$ cat config.mk
export PLATFORM = sky130hd
export DESIGN_NAME = load_cell_readout_tare_scale
export DESIGN_NICKNAME = d
export VERILOG_FILES = /design/src/hw/rtl/lcrts_pkg.sv /design/src/hw/rtl/lcrts_readout.sv /design/src/hw/rtl/lcrts_divider.sv /design/src/hw/rtl/load_cell_readout_tare_scale.sv
export SDC_FILE = /design/constraint.sdc
export NUM_CORES = 1
export LEC_CHECK = 0
export ABC_AREA = 1
export BUFFER_PORTS_ARGS = -buffer_cell sky130_fd_sc_hd__clkbuf_2
export CELL_PAD_IN_SITES_DETAIL_PLACEMENT = 0
export CELL_PAD_IN_SITES_GLOBAL_PLACEMENT = 1
export CORE_MARGIN = 8
export CORE_UTILIZATION = 40
export DETAILED_ROUTE_END_ITERATION = 6
export PLACE_DENSITY = 0.73
export SYNTH_ARGS = -nofsm -noshare
export SYNTH_HDL_FRONTEND = slang
export SYNTH_HIERARCHICAL = 1
export SYNTH_SLANG_ARGS = --single-unit
$ cat constraint.sdc
create_clock -name clk -period 5.15 [get_ports clk]
set_input_delay 0.2575 -clock clk [delete_from_list [all_inputs] [get_ports clk]]
set_output_delay 0.2575 -clock clk [all_outputs]
set_load 0.02 [all_outputs]
$ cat src/hw/rtl/lcrts_pkg.sv
// Shared constants, codes and types for the load-cell readout with tare and scaling.
`default_nettype none

package lcrts_pkg;

	localparam int SAMPLE_BITS = 24;
	localparam int MAX_SAMPLES = 63;
	localparam int FRAC_BITS   = 16;

	localparam int HP_W     = 8;
	localparam int CNT_W    = $clog2(MAX_SAMPLES + 1);
	localparam int PULSE_W  = $clog2(SAMPLE_BITS + 1);
	localparam int SUM_W    = SAMPLE_BITS + CNT_W;
	localparam int CPK_W    = 24;
	localparam int WEIGHT_W = 41;
	localparam int CFG_W    = 24;
	localparam int IDX_W    = 2;

	// serial divider: dividend wide enough for |diff| << FRAC_BITS and for |sum|
	localparam int DIV_W    = WEIGHT_W;
	localparam int DVSR_W   = CPK_W;
	localparam int DSTEP_W  = $clog2(DIV_W + 1);

	// item kinds
	localparam logic [1:0] KIND_TICK  = 2'd0;
	localparam logic [1:0] KIND_TARE  = 2'd1;
	localparam logic [1:0] KIND_WEIGH = 2'd2;

	// configuration register indexes
	localparam logic [IDX_W-1:0] REG_HALF_PERIOD = 2'd0;
	localparam logic [IDX_W-1:0] REG_TARE_N      = 2'd1;
	localparam logic [IDX_W-1:0] REG_WEIGH_N     = 2'd2;
	localparam logic [IDX_W-1:0] REG_COUNTS_KG   = 2'd3;

	localparam logic [HP_W-1:0]  HP_RESET      = 8'd1;
	localparam logic [CNT_W-1:0] TARE_N_RESET  = 6'd20;
	localparam logic [CNT_W-1:0] WEIGH_N_RESET = 6'd10;
	localparam logic [CPK_W-1:0] CPK_RESET     = 24'd91760;

	typedef enum logic [1:0] {
		RD_IDLE,
		RD_WAIT,
		RD_HIGH,
		RD_LOW
	} rd_phase_t;

	typedef enum logic [2:0] {
		ST_IDLE,
		ST_EVAL,
		ST_AVG,
		ST_WEIGH,
		ST_OUT
	} ctl_state_t;

	typedef struct packed {
		logic                    clock_level;
		logic                    busy;
		logic                    done;
		logic                    is_tare;
		logic signed [SUM_W-1:0] sum;
		logic [CNT_W-1:0]        run_len;
	} rd_stat_t;

	typedef struct packed {
		logic busy;
		logic done;
	} div_stat_t;

endpackage

`default_nettype wire

$ cat src/hw/rtl/lcrts_readout.sv
// Serial converter readout sequencer: clock generation, bit capture and sample summing.
`default_nettype none

module lcrts_readout (
	input  wire logic                           clk,
	input  wire logic                           arst_n,
	input  wire logic                           step,
	input  wire logic [1:0]                     kind,
	input  wire logic                           data_level,
	input  wire logic [lcrts_pkg::HP_W-1:0]     half_period,
	input  wire logic [lcrts_pkg::CNT_W-1:0]    tare_n,
	input  wire logic [lcrts_pkg::CNT_W-1:0]    weigh_n,
	output lcrts_pkg::rd_stat_t                 stat
);

	lcrts_pkg::rd_phase_t phase_q, phase_d;

	logic [lcrts_pkg::HP_W-1:0]        hpc_q, hpc_d;
	logic [lcrts_pkg::PULSE_W-1:0]     pulse_q, pulse_d;
	logic [lcrts_pkg::SAMPLE_BITS-1:0] shift_q, shift_d;
	logic [lcrts_pkg::CNT_W-1:0]       sc_q, sc_d;
	logic signed [lcrts_pkg::SUM_W-1:0] sum_q, sum_d;
	logic                              tare_q, tare_d;
	logic                              clk_q, clk_d;
	logic                              done_q, done_d;
	logic [lcrts_pkg::CNT_W-1:0]       runlen_q;

	logic [lcrts_pkg::HP_W-1:0]   hp;
	logic [lcrts_pkg::HP_W:0]     cnt_inc;
	logic                         tick, start, hit, last_pulse, run_end;
	logic [lcrts_pkg::CNT_W-1:0]  n_raw, run_len, sc_inc;
	logic signed [lcrts_pkg::SUM_W-1:0] sample_sext;

	always_comb begin
		hp          = (half_period == '0) ? lcrts_pkg::HP_W'(1) : half_period;
		cnt_inc     = {1'b0, hpc_q} + (lcrts_pkg::HP_W + 1)'(1);
		hit         = cnt_inc >= {1'b0, hp};
		tick        = step && (kind == lcrts_pkg::KIND_TICK);
		start       = step && ((kind == lcrts_pkg::KIND_TARE) ||
			(kind == lcrts_pkg::KIND_WEIGH));
		last_pulse  = pulse_q >= lcrts_pkg::PULSE_W'(lcrts_pkg::SAMPLE_BITS);
		n_raw       = tare_q ? tare_n : weigh_n;
		// a count of zero runs one conversion
		run_len     = (n_raw == '0) ? lcrts_pkg::CNT_W'(1) : n_raw;
		sc_inc      = sc_q + lcrts_pkg::CNT_W'(1);
		run_end     = sc_inc >= run_len;
		sample_sext = lcrts_pkg::SUM_W'(signed'(shift_q));
	end

	// next phase
	always_comb begin
		phase_d = phase_q;
		case (phase_q)
			lcrts_pkg::RD_IDLE: begin
				if (start) phase_d = lcrts_pkg::RD_WAIT;
			end
			lcrts_pkg::RD_WAIT: begin
				if (tick && !data_level) phase_d = lcrts_pkg::RD_HIGH;
			end
			lcrts_pkg::RD_HIGH: begin
				if (tick && hit) phase_d = lcrts_pkg::RD_LOW;
			end
			lcrts_pkg::RD_LOW: begin
				if (tick && hit) begin
					if (!last_pulse)
						phase_d = lcrts_pkg::RD_HIGH;
					else if (run_end)
						phase_d = lcrts_pkg::RD_IDLE;
					else
						phase_d = lcrts_pkg::RD_WAIT;
				end
			end
			default: phase_d = lcrts_pkg::RD_IDLE;
		endcase
	end

	// datapath updates per phase
	always_comb begin
		hpc_d   = hpc_q;
		pulse_d = pulse_q;
		shift_d = shift_q;
		sc_d    = sc_q;
		sum_d   = sum_q;
		tare_d  = tare_q;
		clk_d   = clk_q;
		done_d  = 1'b0;
		case (phase_q)
			lcrts_pkg::RD_IDLE: begin
				if (start) begin
					tare_d  = (kind == lcrts_pkg::KIND_TARE);
					sc_d    = '0;
					sum_d   = '0;
					pulse_d = '0;
					hpc_d   = '0;
					shift_d = '0;
					clk_d   = 1'b0;
				end
			end
			lcrts_pkg::RD_WAIT: begin
				if (tick && !data_level) begin
					clk_d   = 1'b1;
					hpc_d   = '0;
					pulse_d = '0;
					shift_d = '0;
				end
			end
			lcrts_pkg::RD_HIGH: begin
				if (tick) begin
					hpc_d = cnt_inc[lcrts_pkg::HP_W-1:0];
					if (hit) begin
						// sample on data pulses only, not on the gain pulse
						if (!last_pulse)
							shift_d = {shift_q[lcrts_pkg::SAMPLE_BITS-2:0], data_level};
						clk_d = 1'b0;
						hpc_d = '0;
					end
				end
			end
			lcrts_pkg::RD_LOW: begin
				if (tick) begin
					hpc_d = cnt_inc[lcrts_pkg::HP_W-1:0];
					if (hit) begin
						hpc_d = '0;
						if (last_pulse) begin
							sum_d   = sum_q + sample_sext;
							sc_d    = sc_inc;
							pulse_d = '0;
							done_d  = run_end;
						end else begin
							pulse_d = pulse_q + lcrts_pkg::PULSE_W'(1);
							clk_d   = 1'b1;
						end
					end
				end
			end
			default: begin
				clk_d = 1'b0;
			end
		endcase
	end

	always_ff @(posedge clk or negedge arst_n) begin
		if (!arst_n) begin
			phase_q  <= lcrts_pkg::RD_IDLE;
			hpc_q    <= '0;
			pulse_q  <= '0;
			shift_q  <= '0;
			sc_q     <= '0;
			sum_q    <= '0;
			tare_q   <= 1'b0;
			clk_q    <= 1'b0;
			done_q   <= 1'b0;
			runlen_q <= '0;
		end else begin
			phase_q <= phase_d;
			hpc_q   <= hpc_d;
			pulse_q <= pulse_d;
			shift_q <= shift_d;
			sc_q    <= sc_d;
			sum_q   <= sum_d;
			tare_q  <= tare_d;
			clk_q   <= clk_d;
			done_q  <= done_d;
			if (done_d) runlen_q <= run_len;
		end
	end

	assign stat.clock_level = clk_q;
	assign stat.busy        = (phase_q != lcrts_pkg::RD_IDLE);
	assign stat.done        = done_q;
	assign stat.is_tare     = tare_q;
	assign stat.sum         = sum_q;
	assign stat.run_len     = runlen_q;

	a_done_idle: assert property (@(posedge clk) disable iff (!arst_n)
		done_q |-> (phase_q == lcrts_pkg::RD_IDLE))
		else $error("run finished but readout not idle");

endmodule

`default_nettype wire

$ cat src/hw/rtl/lcrts_divider.sv
// Shared restoring divider: one quotient bit per cycle.
`default_nettype none

module lcrts_divider (
	input  wire logic                          clk,
	input  wire logic                          arst_n,
	input  wire logic                          start,
	input  wire logic [lcrts_pkg::DIV_W-1:0]   dividend,
	input  wire logic [lcrts_pkg::DVSR_W-1:0]  divisor,
	output lcrts_pkg::div_stat_t               stat,
	output logic      [lcrts_pkg::DIV_W-1:0]   quotient
);

	logic [lcrts_pkg::DIV_W-1:0]   quot_q;
	logic [lcrts_pkg::DVSR_W-1:0]  rem_q;
	logic [lcrts_pkg::DVSR_W-1:0]  dvsr_q;
	logic [lcrts_pkg::DSTEP_W-1:0] step_q;
	logic                          busy_q, done_q;

	logic [lcrts_pkg::DVSR_W+1:0]  trial;
	logic                          ge, last;

	always_comb begin
		trial = {1'b0, rem_q, quot_q[lcrts_pkg::DIV_W-1]} - {2'b00, dvsr_q};
		ge    = !trial[lcrts_pkg::DVSR_W+1];
		last  = step_q == lcrts_pkg::DSTEP_W'(lcrts_pkg::DIV_W - 1);
	end

	always_ff @(posedge clk or negedge arst_n) begin
		if (!arst_n) begin
			busy_q <= 1'b0;
			done_q <= 1'b0;
			step_q <= '0;
			quot_q <= '0;
			rem_q  <= '0;
			dvsr_q <= '0;
		end else begin
			done_q <= 1'b0;
			if (start) begin
				busy_q <= 1'b1;
				step_q <= '0;
				quot_q <= dividend;
				rem_q  <= '0;
				dvsr_q <= divisor;
			end else if (busy_q) begin
				// shift the next dividend bit into the remainder, keep it if it fits
				quot_q <= {quot_q[lcrts_pkg::DIV_W-2:0], ge};
				rem_q  <= ge ? trial[lcrts_pkg::DVSR_W-1:0]
					: {rem_q[lcrts_pkg::DVSR_W-2:0], quot_q[lcrts_pkg::DIV_W-1]};
				step_q <= step_q + lcrts_pkg::DSTEP_W'(1);
				if (last) begin
					busy_q <= 1'b0;
					done_q <= 1'b1;
				end
			end
		end
	end

	assign stat.busy = busy_q;
	assign stat.done = done_q;
	assign quotient  = quot_q;

	a_rem_below_dvsr: assert property (@(posedge clk) disable iff (!arst_n)
		(busy_q && !$past(start)) |-> (rem_q < dvsr_q))
		else $error("divider remainder not below divisor");

endmodule

`default_nettype wire

$ cat src/hw/rtl/load_cell_readout_tare_scale.sv
// Load-cell converter readout with tare offset and Q16 kilogram scaling: top level.
// Each input beat is a tick (with the data line level), a start command or a reserved
// kind, and it yields exactly one output beat. A beat that does not finish a run goes
// through the evaluation and output states into the output register. The beat that
// ends the last conversion of a run goes through the shared serial divider, which
// produces one quotient bit per cycle: the average (sum / N) costs one pass, which is
// all a tare needs, and a weigh adds a second pass for (average - offset) * 2^16 /
// counts_per_kg. The input is not ready while a beat is in work; it is ready again
// while the output beat still waits to be taken. Configuration writes take effect at
// once and should be made while the block is idle.
`default_nettype none

module load_cell_readout_tare_scale (
	input  wire logic        clk,
	input  wire logic        arst_n,
	input  wire logic        s_tvalid,
	output logic             s_tready,
	input  wire logic [7:0]  s_tdata,   // [0] data_level, [7:1] zero
	input  wire logic [1:0]  s_tuser,   // [1:0] kind
	output logic             m_tvalid,
	input  wire logic        m_tready,
	output logic [71:0]      m_tdata,   // [0] clock_level, [1] busy_res,
	                                    // [25:2] average_counts, [66:26] weight_q16,
	                                    // [71:67] zero
	output logic [1:0]       m_tuser,   // [0] result_valid, [1] result_is_tare
	input  wire logic        cfg_we,
	input  wire logic [lcrts_pkg::IDX_W-1:0] cfg_index,
	input  wire logic [lcrts_pkg::CFG_W-1:0] cfg_data
);

	localparam int SB = lcrts_pkg::SAMPLE_BITS;
	localparam int WW = lcrts_pkg::WEIGHT_W;

	// configuration
	logic [lcrts_pkg::HP_W-1:0]  half_period_q;
	logic [lcrts_pkg::CNT_W-1:0] tare_n_q, weigh_n_q;
	logic [lcrts_pkg::CPK_W-1:0] cpk_q;

	lcrts_pkg::ctl_state_t st_q, st_d;
	lcrts_pkg::rd_stat_t   rd;
	lcrts_pkg::div_stat_t  div_stat;

	logic                        accept, out_free;
	logic                        div_start;
	logic [lcrts_pkg::DIV_W-1:0] div_dividend, div_quot;
	logic [lcrts_pkg::DVSR_W-1:0] div_divisor;

	logic signed [SB-1:0]   offset_q;
	logic                   res_valid_q, res_tare_q, diff_neg_q;
	logic signed [SB-1:0]   res_avg_q;
	logic signed [WW-1:0]   res_weight_q;

	logic                   m_tvalid_q, m_clock_q, m_busy_q, m_valid_q, m_tare_q;
	logic signed [SB-1:0]   m_avg_q;
	logic signed [WW-1:0]   m_weight_q;

	logic [lcrts_pkg::SUM_W-1:0] sum_mag;
	logic signed [SB-1:0]   avg;
	logic signed [SB:0]     diff;
	logic [SB:0]            diff_mag;
	logic signed [WW-1:0]   weight;
	logic [lcrts_pkg::CPK_W-1:0] cpk_eff;

	assign accept = s_tvalid && s_tready;

	always_ff @(posedge clk or negedge arst_n) begin
		if (!arst_n) begin
			half_period_q <= lcrts_pkg::HP_RESET;
			tare_n_q      <= lcrts_pkg::TARE_N_RESET;
			weigh_n_q     <= lcrts_pkg::WEIGH_N_RESET;
			cpk_q         <= lcrts_pkg::CPK_RESET;
		end else if (cfg_we) begin
			case (cfg_index)
				lcrts_pkg::REG_HALF_PERIOD: half_period_q <= cfg_data[lcrts_pkg::HP_W-1:0];
				lcrts_pkg::REG_TARE_N:      tare_n_q  <= cfg_data[lcrts_pkg::CNT_W-1:0];
				lcrts_pkg::REG_WEIGH_N:     weigh_n_q <= cfg_data[lcrts_pkg::CNT_W-1:0];
				lcrts_pkg::REG_COUNTS_KG:   cpk_q     <= cfg_data[lcrts_pkg::CPK_W-1:0];
				default: ;
			endcase
		end
	end

	lcrts_readout u_readout (
		.clk         (clk),
		.arst_n      (arst_n),
		.step        (accept),
		.kind        (s_tuser),
		.data_level  (s_tdata[0]),
		.half_period (half_period_q),
		.tare_n      (tare_n_q),
		.weigh_n     (weigh_n_q),
		.stat        (rd)
	);

	lcrts_divider u_divider (
		.clk      (clk),
		.arst_n   (arst_n),
		.start    (div_start),
		.dividend (div_dividend),
		.divisor  (div_divisor),
		.stat     (div_stat),
		.quotient (div_quot)
	);

	// sign handling around the unsigned divider
	always_comb begin
		sum_mag  = rd.sum[lcrts_pkg::SUM_W-1] ? lcrts_pkg::SUM_W'(-rd.sum)
			: lcrts_pkg::SUM_W'(rd.sum);
		avg      = rd.sum[lcrts_pkg::SUM_W-1] ? -signed'(div_quot[SB-1:0])
			: signed'(div_quot[SB-1:0]);
		diff     = (SB+1)'(avg) - (SB+1)'(offset_q);
		diff_mag = diff[SB] ? (SB+1)'(-diff) : (SB+1)'(diff);
		weight   = diff_neg_q ? -signed'(div_quot) : signed'(div_quot);
		cpk_eff  = (cpk_q == '0) ? lcrts_pkg::CPK_W'(1) : cpk_q;
		out_free = !m_tvalid_q || m_tready;
	end

	// next state
	always_comb begin
		st_d = st_q;
		case (st_q)
			lcrts_pkg::ST_IDLE:  if (accept) st_d = lcrts_pkg::ST_EVAL;
			lcrts_pkg::ST_EVAL:  st_d = rd.done ? lcrts_pkg::ST_AVG : lcrts_pkg::ST_OUT;
			lcrts_pkg::ST_AVG: begin
				if (div_stat.done)
					st_d = rd.is_tare ? lcrts_pkg::ST_OUT : lcrts_pkg::ST_WEIGH;
			end
			lcrts_pkg::ST_WEIGH: if (div_stat.done) st_d = lcrts_pkg::ST_OUT;
			lcrts_pkg::ST_OUT:   if (out_free) st_d = lcrts_pkg::ST_IDLE;
			default:             st_d = lcrts_pkg::ST_IDLE;
		endcase
	end

	// outputs of the sequencer
	always_comb begin
		s_tready     = 1'b0;
		div_start    = 1'b0;
		div_dividend = lcrts_pkg::DIV_W'(sum_mag);
		div_divisor  = lcrts_pkg::DVSR_W'(rd.run_len);
		case (st_q)
			lcrts_pkg::ST_IDLE: s_tready = 1'b1;
			lcrts_pkg::ST_EVAL: div_start = rd.done;
			lcrts_pkg::ST_AVG: begin
				div_start    = div_stat.done && !rd.is_tare;
				div_dividend = lcrts_pkg::DIV_W'({diff_mag[SB-1:0],
					{lcrts_pkg::FRAC_BITS{1'b0}}});
				div_divisor  = cpk_eff;
			end
			default: ;
		endcase
	end

	always_ff @(posedge clk or negedge arst_n) begin
		if (!arst_n) begin
			st_q       <= lcrts_pkg::ST_IDLE;
			offset_q   <= '0;
			m_tvalid_q <= 1'b0;
		end else begin
			st_q <= st_d;
			if (st_q == lcrts_pkg::ST_AVG && div_stat.done && rd.is_tare)
				offset_q <= avg;
			if (st_q == lcrts_pkg::ST_OUT && out_free)
				m_tvalid_q <= 1'b1;
			else if (m_tready)
				m_tvalid_q <= 1'b0;
		end
	end

	// result staging and output register
	always_ff @(posedge clk) begin
		case (st_q)
			lcrts_pkg::ST_EVAL: begin
				res_valid_q  <= rd.done;
				res_tare_q   <= rd.done && rd.is_tare;
				res_avg_q    <= '0;
				res_weight_q <= '0;
			end
			lcrts_pkg::ST_AVG: begin
				if (div_stat.done) begin
					res_avg_q  <= avg;
					diff_neg_q <= diff[SB];
				end
			end
			lcrts_pkg::ST_WEIGH: begin
				if (div_stat.done) res_weight_q <= weight;
			end
			lcrts_pkg::ST_OUT: begin
				if (out_free) begin
					m_clock_q  <= rd.clock_level;
					m_busy_q   <= rd.busy;
					m_valid_q  <= res_valid_q;
					m_tare_q   <= res_tare_q;
					m_avg_q    <= res_avg_q;
					m_weight_q <= res_weight_q;
				end
			end
			default: ;
		endcase
	end

	assign m_tvalid = m_tvalid_q;
	assign m_tdata  = {5'b0, m_weight_q, m_avg_q, m_busy_q, m_clock_q};
	assign m_tuser  = {m_tare_q, m_valid_q};

	a_accept_eval: assert property (@(posedge clk) disable iff (!arst_n)
		accept |=> (st_q == lcrts_pkg::ST_EVAL))
		else $error("accepted beat not taken into evaluation");

	a_div_free: assert property (@(posedge clk) disable iff (!arst_n)
		div_start |-> !div_stat.busy)
		else $error("divider started while busy");

	a_valid_not_busy: assert property (@(posedge clk) disable iff (!arst_n)
		(m_tvalid && m_tuser[0]) |-> !m_tdata[1])
		else $error("finished run reported while still busy");

endmodule

`default_nettype wire

# After elaboration in Yosys (flattened, before gate mapping)
# Index checks and enable logic that the tools add are counted.
# totals
reg_bits,390
inputBits,41
wordCells,209
# classes
addsub,11
order_cmp,3
n_eq_ne,29
mux,84
n_reduce_logical,48
# op_table
op,count
$mux 24,13
$mux 41,4
$mux 30,5
$pmux 41 s2,1
$pmux 24 s3,1
$pmux 30 s2,1
$mux 6,8
$neg 24->24,2
$pmux 24 s2,1
$neg 41->41,1
$mux 40,1
$mux 8,5
$add 30x24->30,1
$neg 30->30,1
$ne 2x1->1 const B,13
$sub 25x24->26,1
$mux 5,5
$sub 24x24->25,1
$logic_not 24->1,1
$pmux 8 s3,1
$mux 1,21
$mux 3,6
$reduce_and 2->1,9
$pmux 3 s5,1
34 further kinds,71

# Depth between registers and ports, before layout
# Gate-level depths: netlist (run 1).
# logic_depth
word_depth,8
mapped_depth,32
mapped_depth_nobuf,32

# Cells and area by module
# The synthesis (run 1) kept the hierarchy.
# modules_own_cells
module,n_inst,cells_each,area_per_inst_um2,seq_area_each_um2
load_cell_readout_tare_scale,1,1586,12350.6,5931.9
lcrts_readout,1,1010,6630.1,2102.0
lcrts_divider,1,849,6004.5,2427.3

# Worst setup path before layout (run 1)
# No wires, ideal clock.
# synth_path
path_kind,register to register
from,reg st_q[2]
to,reg res_weight_q[0] (enable)
t_arrival_ps,3934
required_ps,4654
slack_ps,720
path_stages_with_launch,7
path_buffers,1
synth_period_minus_slack_ps,4430
cell_sequence,dfrtp_1 -> inv_1 -> nand2_1 -> nor2_1 -> inv_1 -> clkbuf_1 -> o21ai_0
# synth_between
elab_chain_cells,3
# synth_lines
element,line,source
"start, declared",load_cell_readout_tare_scale.sv:39,"lcrts_pkg::ctl_state_t st_q, st_d;"
"start signal, assigned",load_cell_readout_tare_scale.sv:155,st_q <= lcrts_pkg::ST_IDLE;
"start signal, assigned",load_cell_readout_tare_scale.sv:159,st_q <= st_d;
$eq 3x2->1 or $eq 3x1->1 (tied branches),load_cell_readout_tare_scale.sv:171,case (st_q)
$ne 2x1->1 (no line) or $reduce_bool 2->1 (tied branches),n/a,
$reduce_and 2->1 (no line) *,n/a,
"end signal, assigned",load_cell_readout_tare_scale.sv:185,if (div_stat.done) res_weight_q <= weight;
"end, declared",load_cell_readout_tare_scale.sv:51,logic signed [WW-1:0] res_weight_q;
# Mark *: on every way between the ends. The rest lies on a longest branch, timed or not.
# A chain may end at the register's enable or synchronous reset.

# Worst setup path after layout (run 1)
# layout_path
from,reg u_divider.quot_q (netlist bit u_divider/quotient[0])
to,reg u_divider.quot_q (netlist bit u_divider/quotient[24])
# layout_lines
element,line,source
"start, declared",lcrts_divider.sv:14,logic [lcrts_pkg::DIV_W-1:0] quot_q;
"start signal, assigned",lcrts_divider.sv:42,quot_q <= dividend;
"start signal, assigned",lcrts_divider.sv:47,"quot_q <= {quot_q[lcrts_pkg::DIV_W-2:0], ge};"
$neg 24->24,load_cell_readout_tare_scale.sv:109,avg = rd.sum[lcrts_pkg::SUM_W-1] ? -signed'(div_quot[SB-1:0])
$mux 24,load_cell_readout_tare_scale.sv:109,
named net avg[20],load_cell_readout_tare_scale.sv:58,logic signed [SB-1:0] avg;
$sub 24x24->25,load_cell_readout_tare_scale.sv:111,diff = (SB+1)'(avg) - (SB+1)'(offset_q);
$mux 24,load_cell_readout_tare_scale.sv:112,diff_mag = diff[SB] ? (SB+1)'(-diff) : (SB+1)'(diff);
$mux 40,load_cell_readout_tare_scale.sv:140,case (st_q)
"named net div_dividend, one bit",load_cell_readout_tare_scale.sv:45,"logic [lcrts_pkg::DIV_W-1:0] div_dividend, div_quot;"
$mux 41,lcrts_divider.sv:39,if (start) begin
# The timed path passes the listed nets, and every way through them passes these cells.

==> impl_metrics.ini, run 1 <==
[floorplan]
ioPinCount = 117
num_rows = 91
start_util = 0.405
dieHeight_um = 266
die_w_um = 266
coreArea_mm2 = 0.0617
die-area_mm2 = 0.0707

[sta]
rsz0062_at_grt = true
setup_viol = 0
fin_worst_skew_ps = 23.3
fmax_mhz = 207
fin_tns_setup_ps = 0
whs_ps = 59.4
slew_headroom = 0.215
slew_viol_final = 0
post-route-period-util = 0.936
finalHoldViolCount = 0
fin_crit_ps = 4820
tightestPinTransition_ps = 1170
setup_ws_ps = 331

[critical_path]
cp-end-kind = register
cp_slowest_stage_delay_ps = 400
required_ps = 5650
path_common_cell = nand2_1
cp_slowest_cell = dfrtp_1
crit_arrival_ps = 5320
crit_path_start_kind = register
crit_type = register to register
crit_path_max_fanout = 18

[detailed_routing]
via_per_inst = 4.97
antenna_left = 0
vias = 22000
wl_mm = 70.8
drtIter0Drc = 1545
drt-pass1-iter-count = 6
drc = 0
post_drt_wl_per_cell_um = 16.0

[global_route]
grtUsageMet3 = 0.0262
grt_first_pass_wirelength_mm = 112
grt.overflow.total = 0
use_met1 = 0.288
antenna_found_initial = 0
grt_use_met2 = 0.305
grt_max_degree = 157
top_usage_layer = met2
grt_usage = 0.196
grt_pass1_vias = 20600

[place]
hpwl_mm = 53.6
routabilityCongestion = 0.930
numPortBuffers = 104
place_ws_ps = 236

[synthesis]
yosysWarningCount = 6
synthesis.instances = 3444
syn_area_mm2 = 0.0250
syn-mean-instance-area_um2 = 7.25

[pwr]
powerDensity_mw_per_mm2 = 304
swShare = 0.282
total_power_mw = 8.59
p_seq_frac = 0.458
intPower_mw = 6.16
power_switching_mw = 2.42
ir_drop_v = 0.000213
p_clk_frac = 0.406
power.leakage_nw = 14.4
combinationalPowerShare = 0.137

[clocking]
cts_buffers = 46
htreeDepth = 2
clock_latency_ps = 590
ctsLongestPathBuffers = 3
cts_root_buffer = clkbuf_16
cts_tree = built
path_clk_slew_ps = 60
clkSinkCount = 390

[min_path]
hold_class = input port to register

[status]
outcome = finished, final reports clean

[layout]
layout.nets = 3692
antenna_cells = 0
drive_above_1_share = 0.0857
layout-area-overhead-vs-synth_pct = 13.0
fin_util = 0.457

[job]
cap_violations = 0
==> registers in the layout, summed over array words and instances (netlist names), 8 cells and up <==
name / flops
offset_q: 24
u_readout/shift_q: 24
m_avg_q: 24
u_divider/rem_q: 24
cpk_q: 24
u_readout/sum_q: 30
u_divider/dvsr_q: 24
half_period_q: 8
m_weight_q: 41
res_weight_q: 41
u_readout/hpc_q: 8
res_avg_q: 24
u_divider/quotient: 41
==> cell usage in the layout, fill, tap and decap left out, types with 7 or more instances in the layout <==
cell type and n:
a21oi_1 137, and2_1 7, buf_4 24, clkbuf_16 47, clkbuf_2 103, clkbuf_8 8
clkinv_2 9, dfrtp_1 240, dfstp_2 13, dlygate4sd3_1 25, edfxtp_1 137, ha_1 100
inv_1 542, inv_2 12, nand2_1 1075, nand2_2 8, nand3_1 213, nand3b_1 49
nand4_1 42, nor2_1 287, nor2_2 10, nor3_1 28, nor4_1 10, o211ai_1 14
o21ai_0 183, o21ai_1 59, o221ai_1 23, or2_2 21, xnor2_1 18, xor2_1 29
==> timing repair <==
item | CTS | global route
hold buffers | 25 | 0
endpoints found under the setup margin | 0 | 23
buffers inserted | 0 | 3
endpoints found under the hold margin | 70 | 0
resized for setup | 0 | 9
==> routing by layer <==
metal	part of all wire	vias up
li1	-	11200
met1	0.50	10200
met2	0.43	470
met3	0.049	67
met4	0.018	0
met5	0	-
==> power by group through the flow <==
| stage | combinational, mW | clock (mW) | sequential [mW] |
|---|---|---|---|
| finish | 1.17 | 3.49 | 3.93 |
| global route | 1.32 | 3.69 | 3.97 |
| CTS | 1.20 | 3.59 | 3.94 |
| detailed placement | 1.18 | 0 | 3.99 |
| global placement | 1.15 | 0 | 3.97 |
| floorplan | 0.665 | 0 | 4.09 |
==> critical path: cells and delay by family (launching register included) <==
kind                       cells  cell delay, ps
AOI/OAI and AO/OA              4             780
DFF                            1             400
adders and majority gates      2             600
buffers and inverters          3             430
xor gates and xnor gates       2             540
and+or+nand+nor               16            1920
==> per-stage QoR <==
step	cell area, um2	instances
after floorplan	25000	3449
after global placement	26300	4306
after detailed placement	26300	4306
after CTS	28200	4416
after global routing	28200	4420
final	28200	4420
==> final cells by class <==
class | count | area [um2]
fillers | 6315 | 33500
multi-input cells | 2400 | 12000
flip-flops and latches | 390 | 10500
inverters | 554 | 2080
clock buffers | 60 | 1310
well taps | 837 | 1050
repair buffers | 154 | 981
clock inverters | 25 | 334
==> path summary, 6_finish.rpt <==
path / startpoint / to / slack, ps / cells past startpoint
worst max-delay path: u_divider/quotient[0] / u_divider/quotient[24] / 330 / 27
worst min-delay path: cfg_data[5] / cpk_q[5] / 60 / 3
worst max register to register: u_divider/quotient[0] / u_divider/quotient[24] / 330 / 27
worst min register to register: res_weight_q[4] / m_weight_q[4] / 420 / 0
max in group asynchronous: arst_n / u_divider/dvsr_q[19] / 3780 / 3
min in group asynchronous: arst_n / u_readout/shift_q[23] / 130 / 2
(Power assumes the default switching activity.)
==> run 2, diff against run 1 <==
--- a/config.mk
+++ b/config.mk
@@ -5,14 +5,14 @@
 export SDC_FILE = /design/constraint.sdc
 export NUM_CORES = 1
 export LEC_CHECK = 0
-export ABC_AREA = 1
 export BUFFER_PORTS_ARGS = -buffer_cell sky130_fd_sc_hd__clkbuf_2
 export CELL_PAD_IN_SITES_DETAIL_PLACEMENT = 0
 export CELL_PAD_IN_SITES_GLOBAL_PLACEMENT = 1
 export CORE_MARGIN = 8
 export CORE_UTILIZATION = 40
 export DETAILED_ROUTE_END_ITERATION = 6
-export PLACE_DENSITY = 0.73
+export PLACE_DENSITY = 0.69
+export SKIP_CTS_REPAIR_TIMING = 1
 export SYNTH_ARGS = -nofsm -noshare
 export SYNTH_HDL_FRONTEND = slang
 export SYNTH_HIERARCHICAL = 1
==> run 2 against run 1 <==
Flip-flop and latch count unchanged; sequential power fell by 4%; final area shrank 6.0%; clock power down 6.3%; fmax is 1.2% lower; worst hold slack worse by 33 ps; routed wire length shrank 19%; via count down 20%; sequential share of layout area is 2.4 points higher; critical path type unchanged; largest cell class unchanged; largest power group unchanged.
==> impl_metrics.ini, run 2 <==
[status]
outcome = finished, final reports clean

[detailed_routing]
post_drt_wl_per_cell_um = 17.2
vias = 17600
drc = 0
via_per_inst = 5.26
wl_mm = 57.5
drtIter0Drc = 819
drt-pass1-iter-count = 5
antenna_left = 0

[sta]
fin_crit_ps = 4880
finalHoldViolCount = 0
fin_tns_setup_ps = 0
fmax_mhz = 205
whs_ps = 26.2
post-route-period-util = 0.947
tightestPinTransition_ps = 1090
slew_headroom = 0.270
fin_worst_skew_ps = 18.0
setup_viol = 0
slew_viol_final = 0

[critical_path]
rr_endpoint = u_divider/quotient[39]
crit_path_max_fanout = 6
path_common_cell = or3_1
crit_start = u_divider/quotient[9]
cp_slowest_cell = dfrtp_2
cp-end-kind = register
crit_path_start_kind = register
cp_slowest_stage_delay_ps = 450
path_cells = or3_1, or2_1, or3_1, or2_1, or3_1, nand2_1, xor2_1, buf_4, inv_1, ha_1, a21o_1, and2_1, or4_1, o21ai_1, xor2_1, nand3_1, and3_1, a2111oi_2, nand2_1, o21ai_0
r2r_cells = 20
crit_arrival_ps = 5380
timing.rr.start = u_divider/quotient[9]
crit_path_end = u_divider/quotient[39]
crit_type = register to register
required_ps = 5650
ff2ff_setup_slack_ps = 270

[pwr]
total_power_mw = 7.96
ir_drop_v = 0.000346
power.leakage_nw = 11.7
powerDensity_mw_per_mm2 = 300

[global_route]
antenna_found_initial = 0
grt_use_met2 = 0.298
top_usage_layer = met2
grt.overflow.total = 0
use_met1 = 0.215
grtUsageMet3 = 0.0240
grt_usage = 0.170
grt_pass1_vias = 17300
grt_first_pass_wirelength_mm = 93.1
grt_max_degree = 113

[job]
cap_violations = 0

[place]
routabilityCongestion = 0.856
numPortBuffers = 104
hpwl_mm = 42.5

[floorplan]
coreArea_mm2 = 0.0576
die-area_mm2 = 0.0660
die_w_um = 257
dieHeight_um = 257
num_rows = 88
start_util = 0.403
ioPinCount = 117

[layout]
antenna_cells = 0
layout-area-overhead-vs-synth_pct = 14.3
final_common_cell = nand2_1
drive_above_1_share = 0.154
n_fill_cell = 5570
final_cell_mix = 341 x nand2_1, 238 x dfrtp_1, 197 x o21ai_0
layout.nets = 2685

[clocking]
cts_buffers = 45
ctsLongestPathBuffers = 3
clkSinkCount = 390
cts_root_buffer = clkbuf_16
cts_tree = built
clock_latency_ps = 580
htreeDepth = 2
path_clk_slew_ps = 70

[synthesis]
yosysWarningCount = 6
syn-mean-instance-area_um2 = 9.63
synthesis.instances = 2412
syn_area_mm2 = 0.0232

[min_path]
hold_class = input port to register
run 2: how the worst min path moves through the flow:
stage          slack (ps)          from                   end  cells past startpoint
2_1_floorplan         -40        arst_n              cpk_q[0]                      0
3_3_place_gp          400        arst_n  u_divider/dvsr_q[12]                      1
3_5_place_dp          400  res_avg_q[0]            m_avg_q[0]                      0
4_1_cts              -200        arst_n  u_divider/dvsr_q[12]                      1
5_1_grt                 2   cfg_data[1]              cpk_q[1]                      2
6_report               30   cfg_data[4]      half_period_q[4]                      2
run 2: power breakdown:
group,internal [mW],switching [mW]
registers,3.60,0.158
logic,0.326,0.609
clock network,1.97,1.30
run 2: area by class of cell:
class / instances / area (um2) / share of cell area
clock inverters: 25 / 297 / 0.0112
clock buffers: 56 / 1210 / 0.0455
multi-input cells: 1780 / 11800 / 0.445
inverters: 121 / 454 / 0.0171
flip-flops and latches: 390 / 10500 / 0.394
repair buffers: 201 / 1350 / 0.0507
well taps: 765 / 957 / 0.0361
run 2: critical path, delay by kind of cell (launching register included):
family | cells | cell delay, ps
XOR/XNOR | 2 | 370
AO/OA/AOI/OAI | 4 | 770
flip-flops | 1 | 450
buffers and inverters | 2 | 190
adder cells (fa/ha/maj) | 1 | 310
AND/OR/NAND/NOR | 11 | 2720
run 2: metrics by stage:
step            util  setup slack (ps)  instance area (um2)  cells
3_3_place_gp   0.429               240                24700   3229
4_1_cts        0.456               141                26200   3310
2_1_floorplan      -               558                23200   2417
3_5_place_dp   0.429               172                24700   3229
6_report       0.461               274                26500   3338
5_1_grt        0.461             -27.7                26500   3338
run 2: layer usage:
layer | vias up | part of all wire
met3 | 79 | 0.031
met5 | - | 0
li1 | 8764 | -
met1 | 8457 | 0.46
met2 | 267 | 0.49
met4 | 0 | 0.027
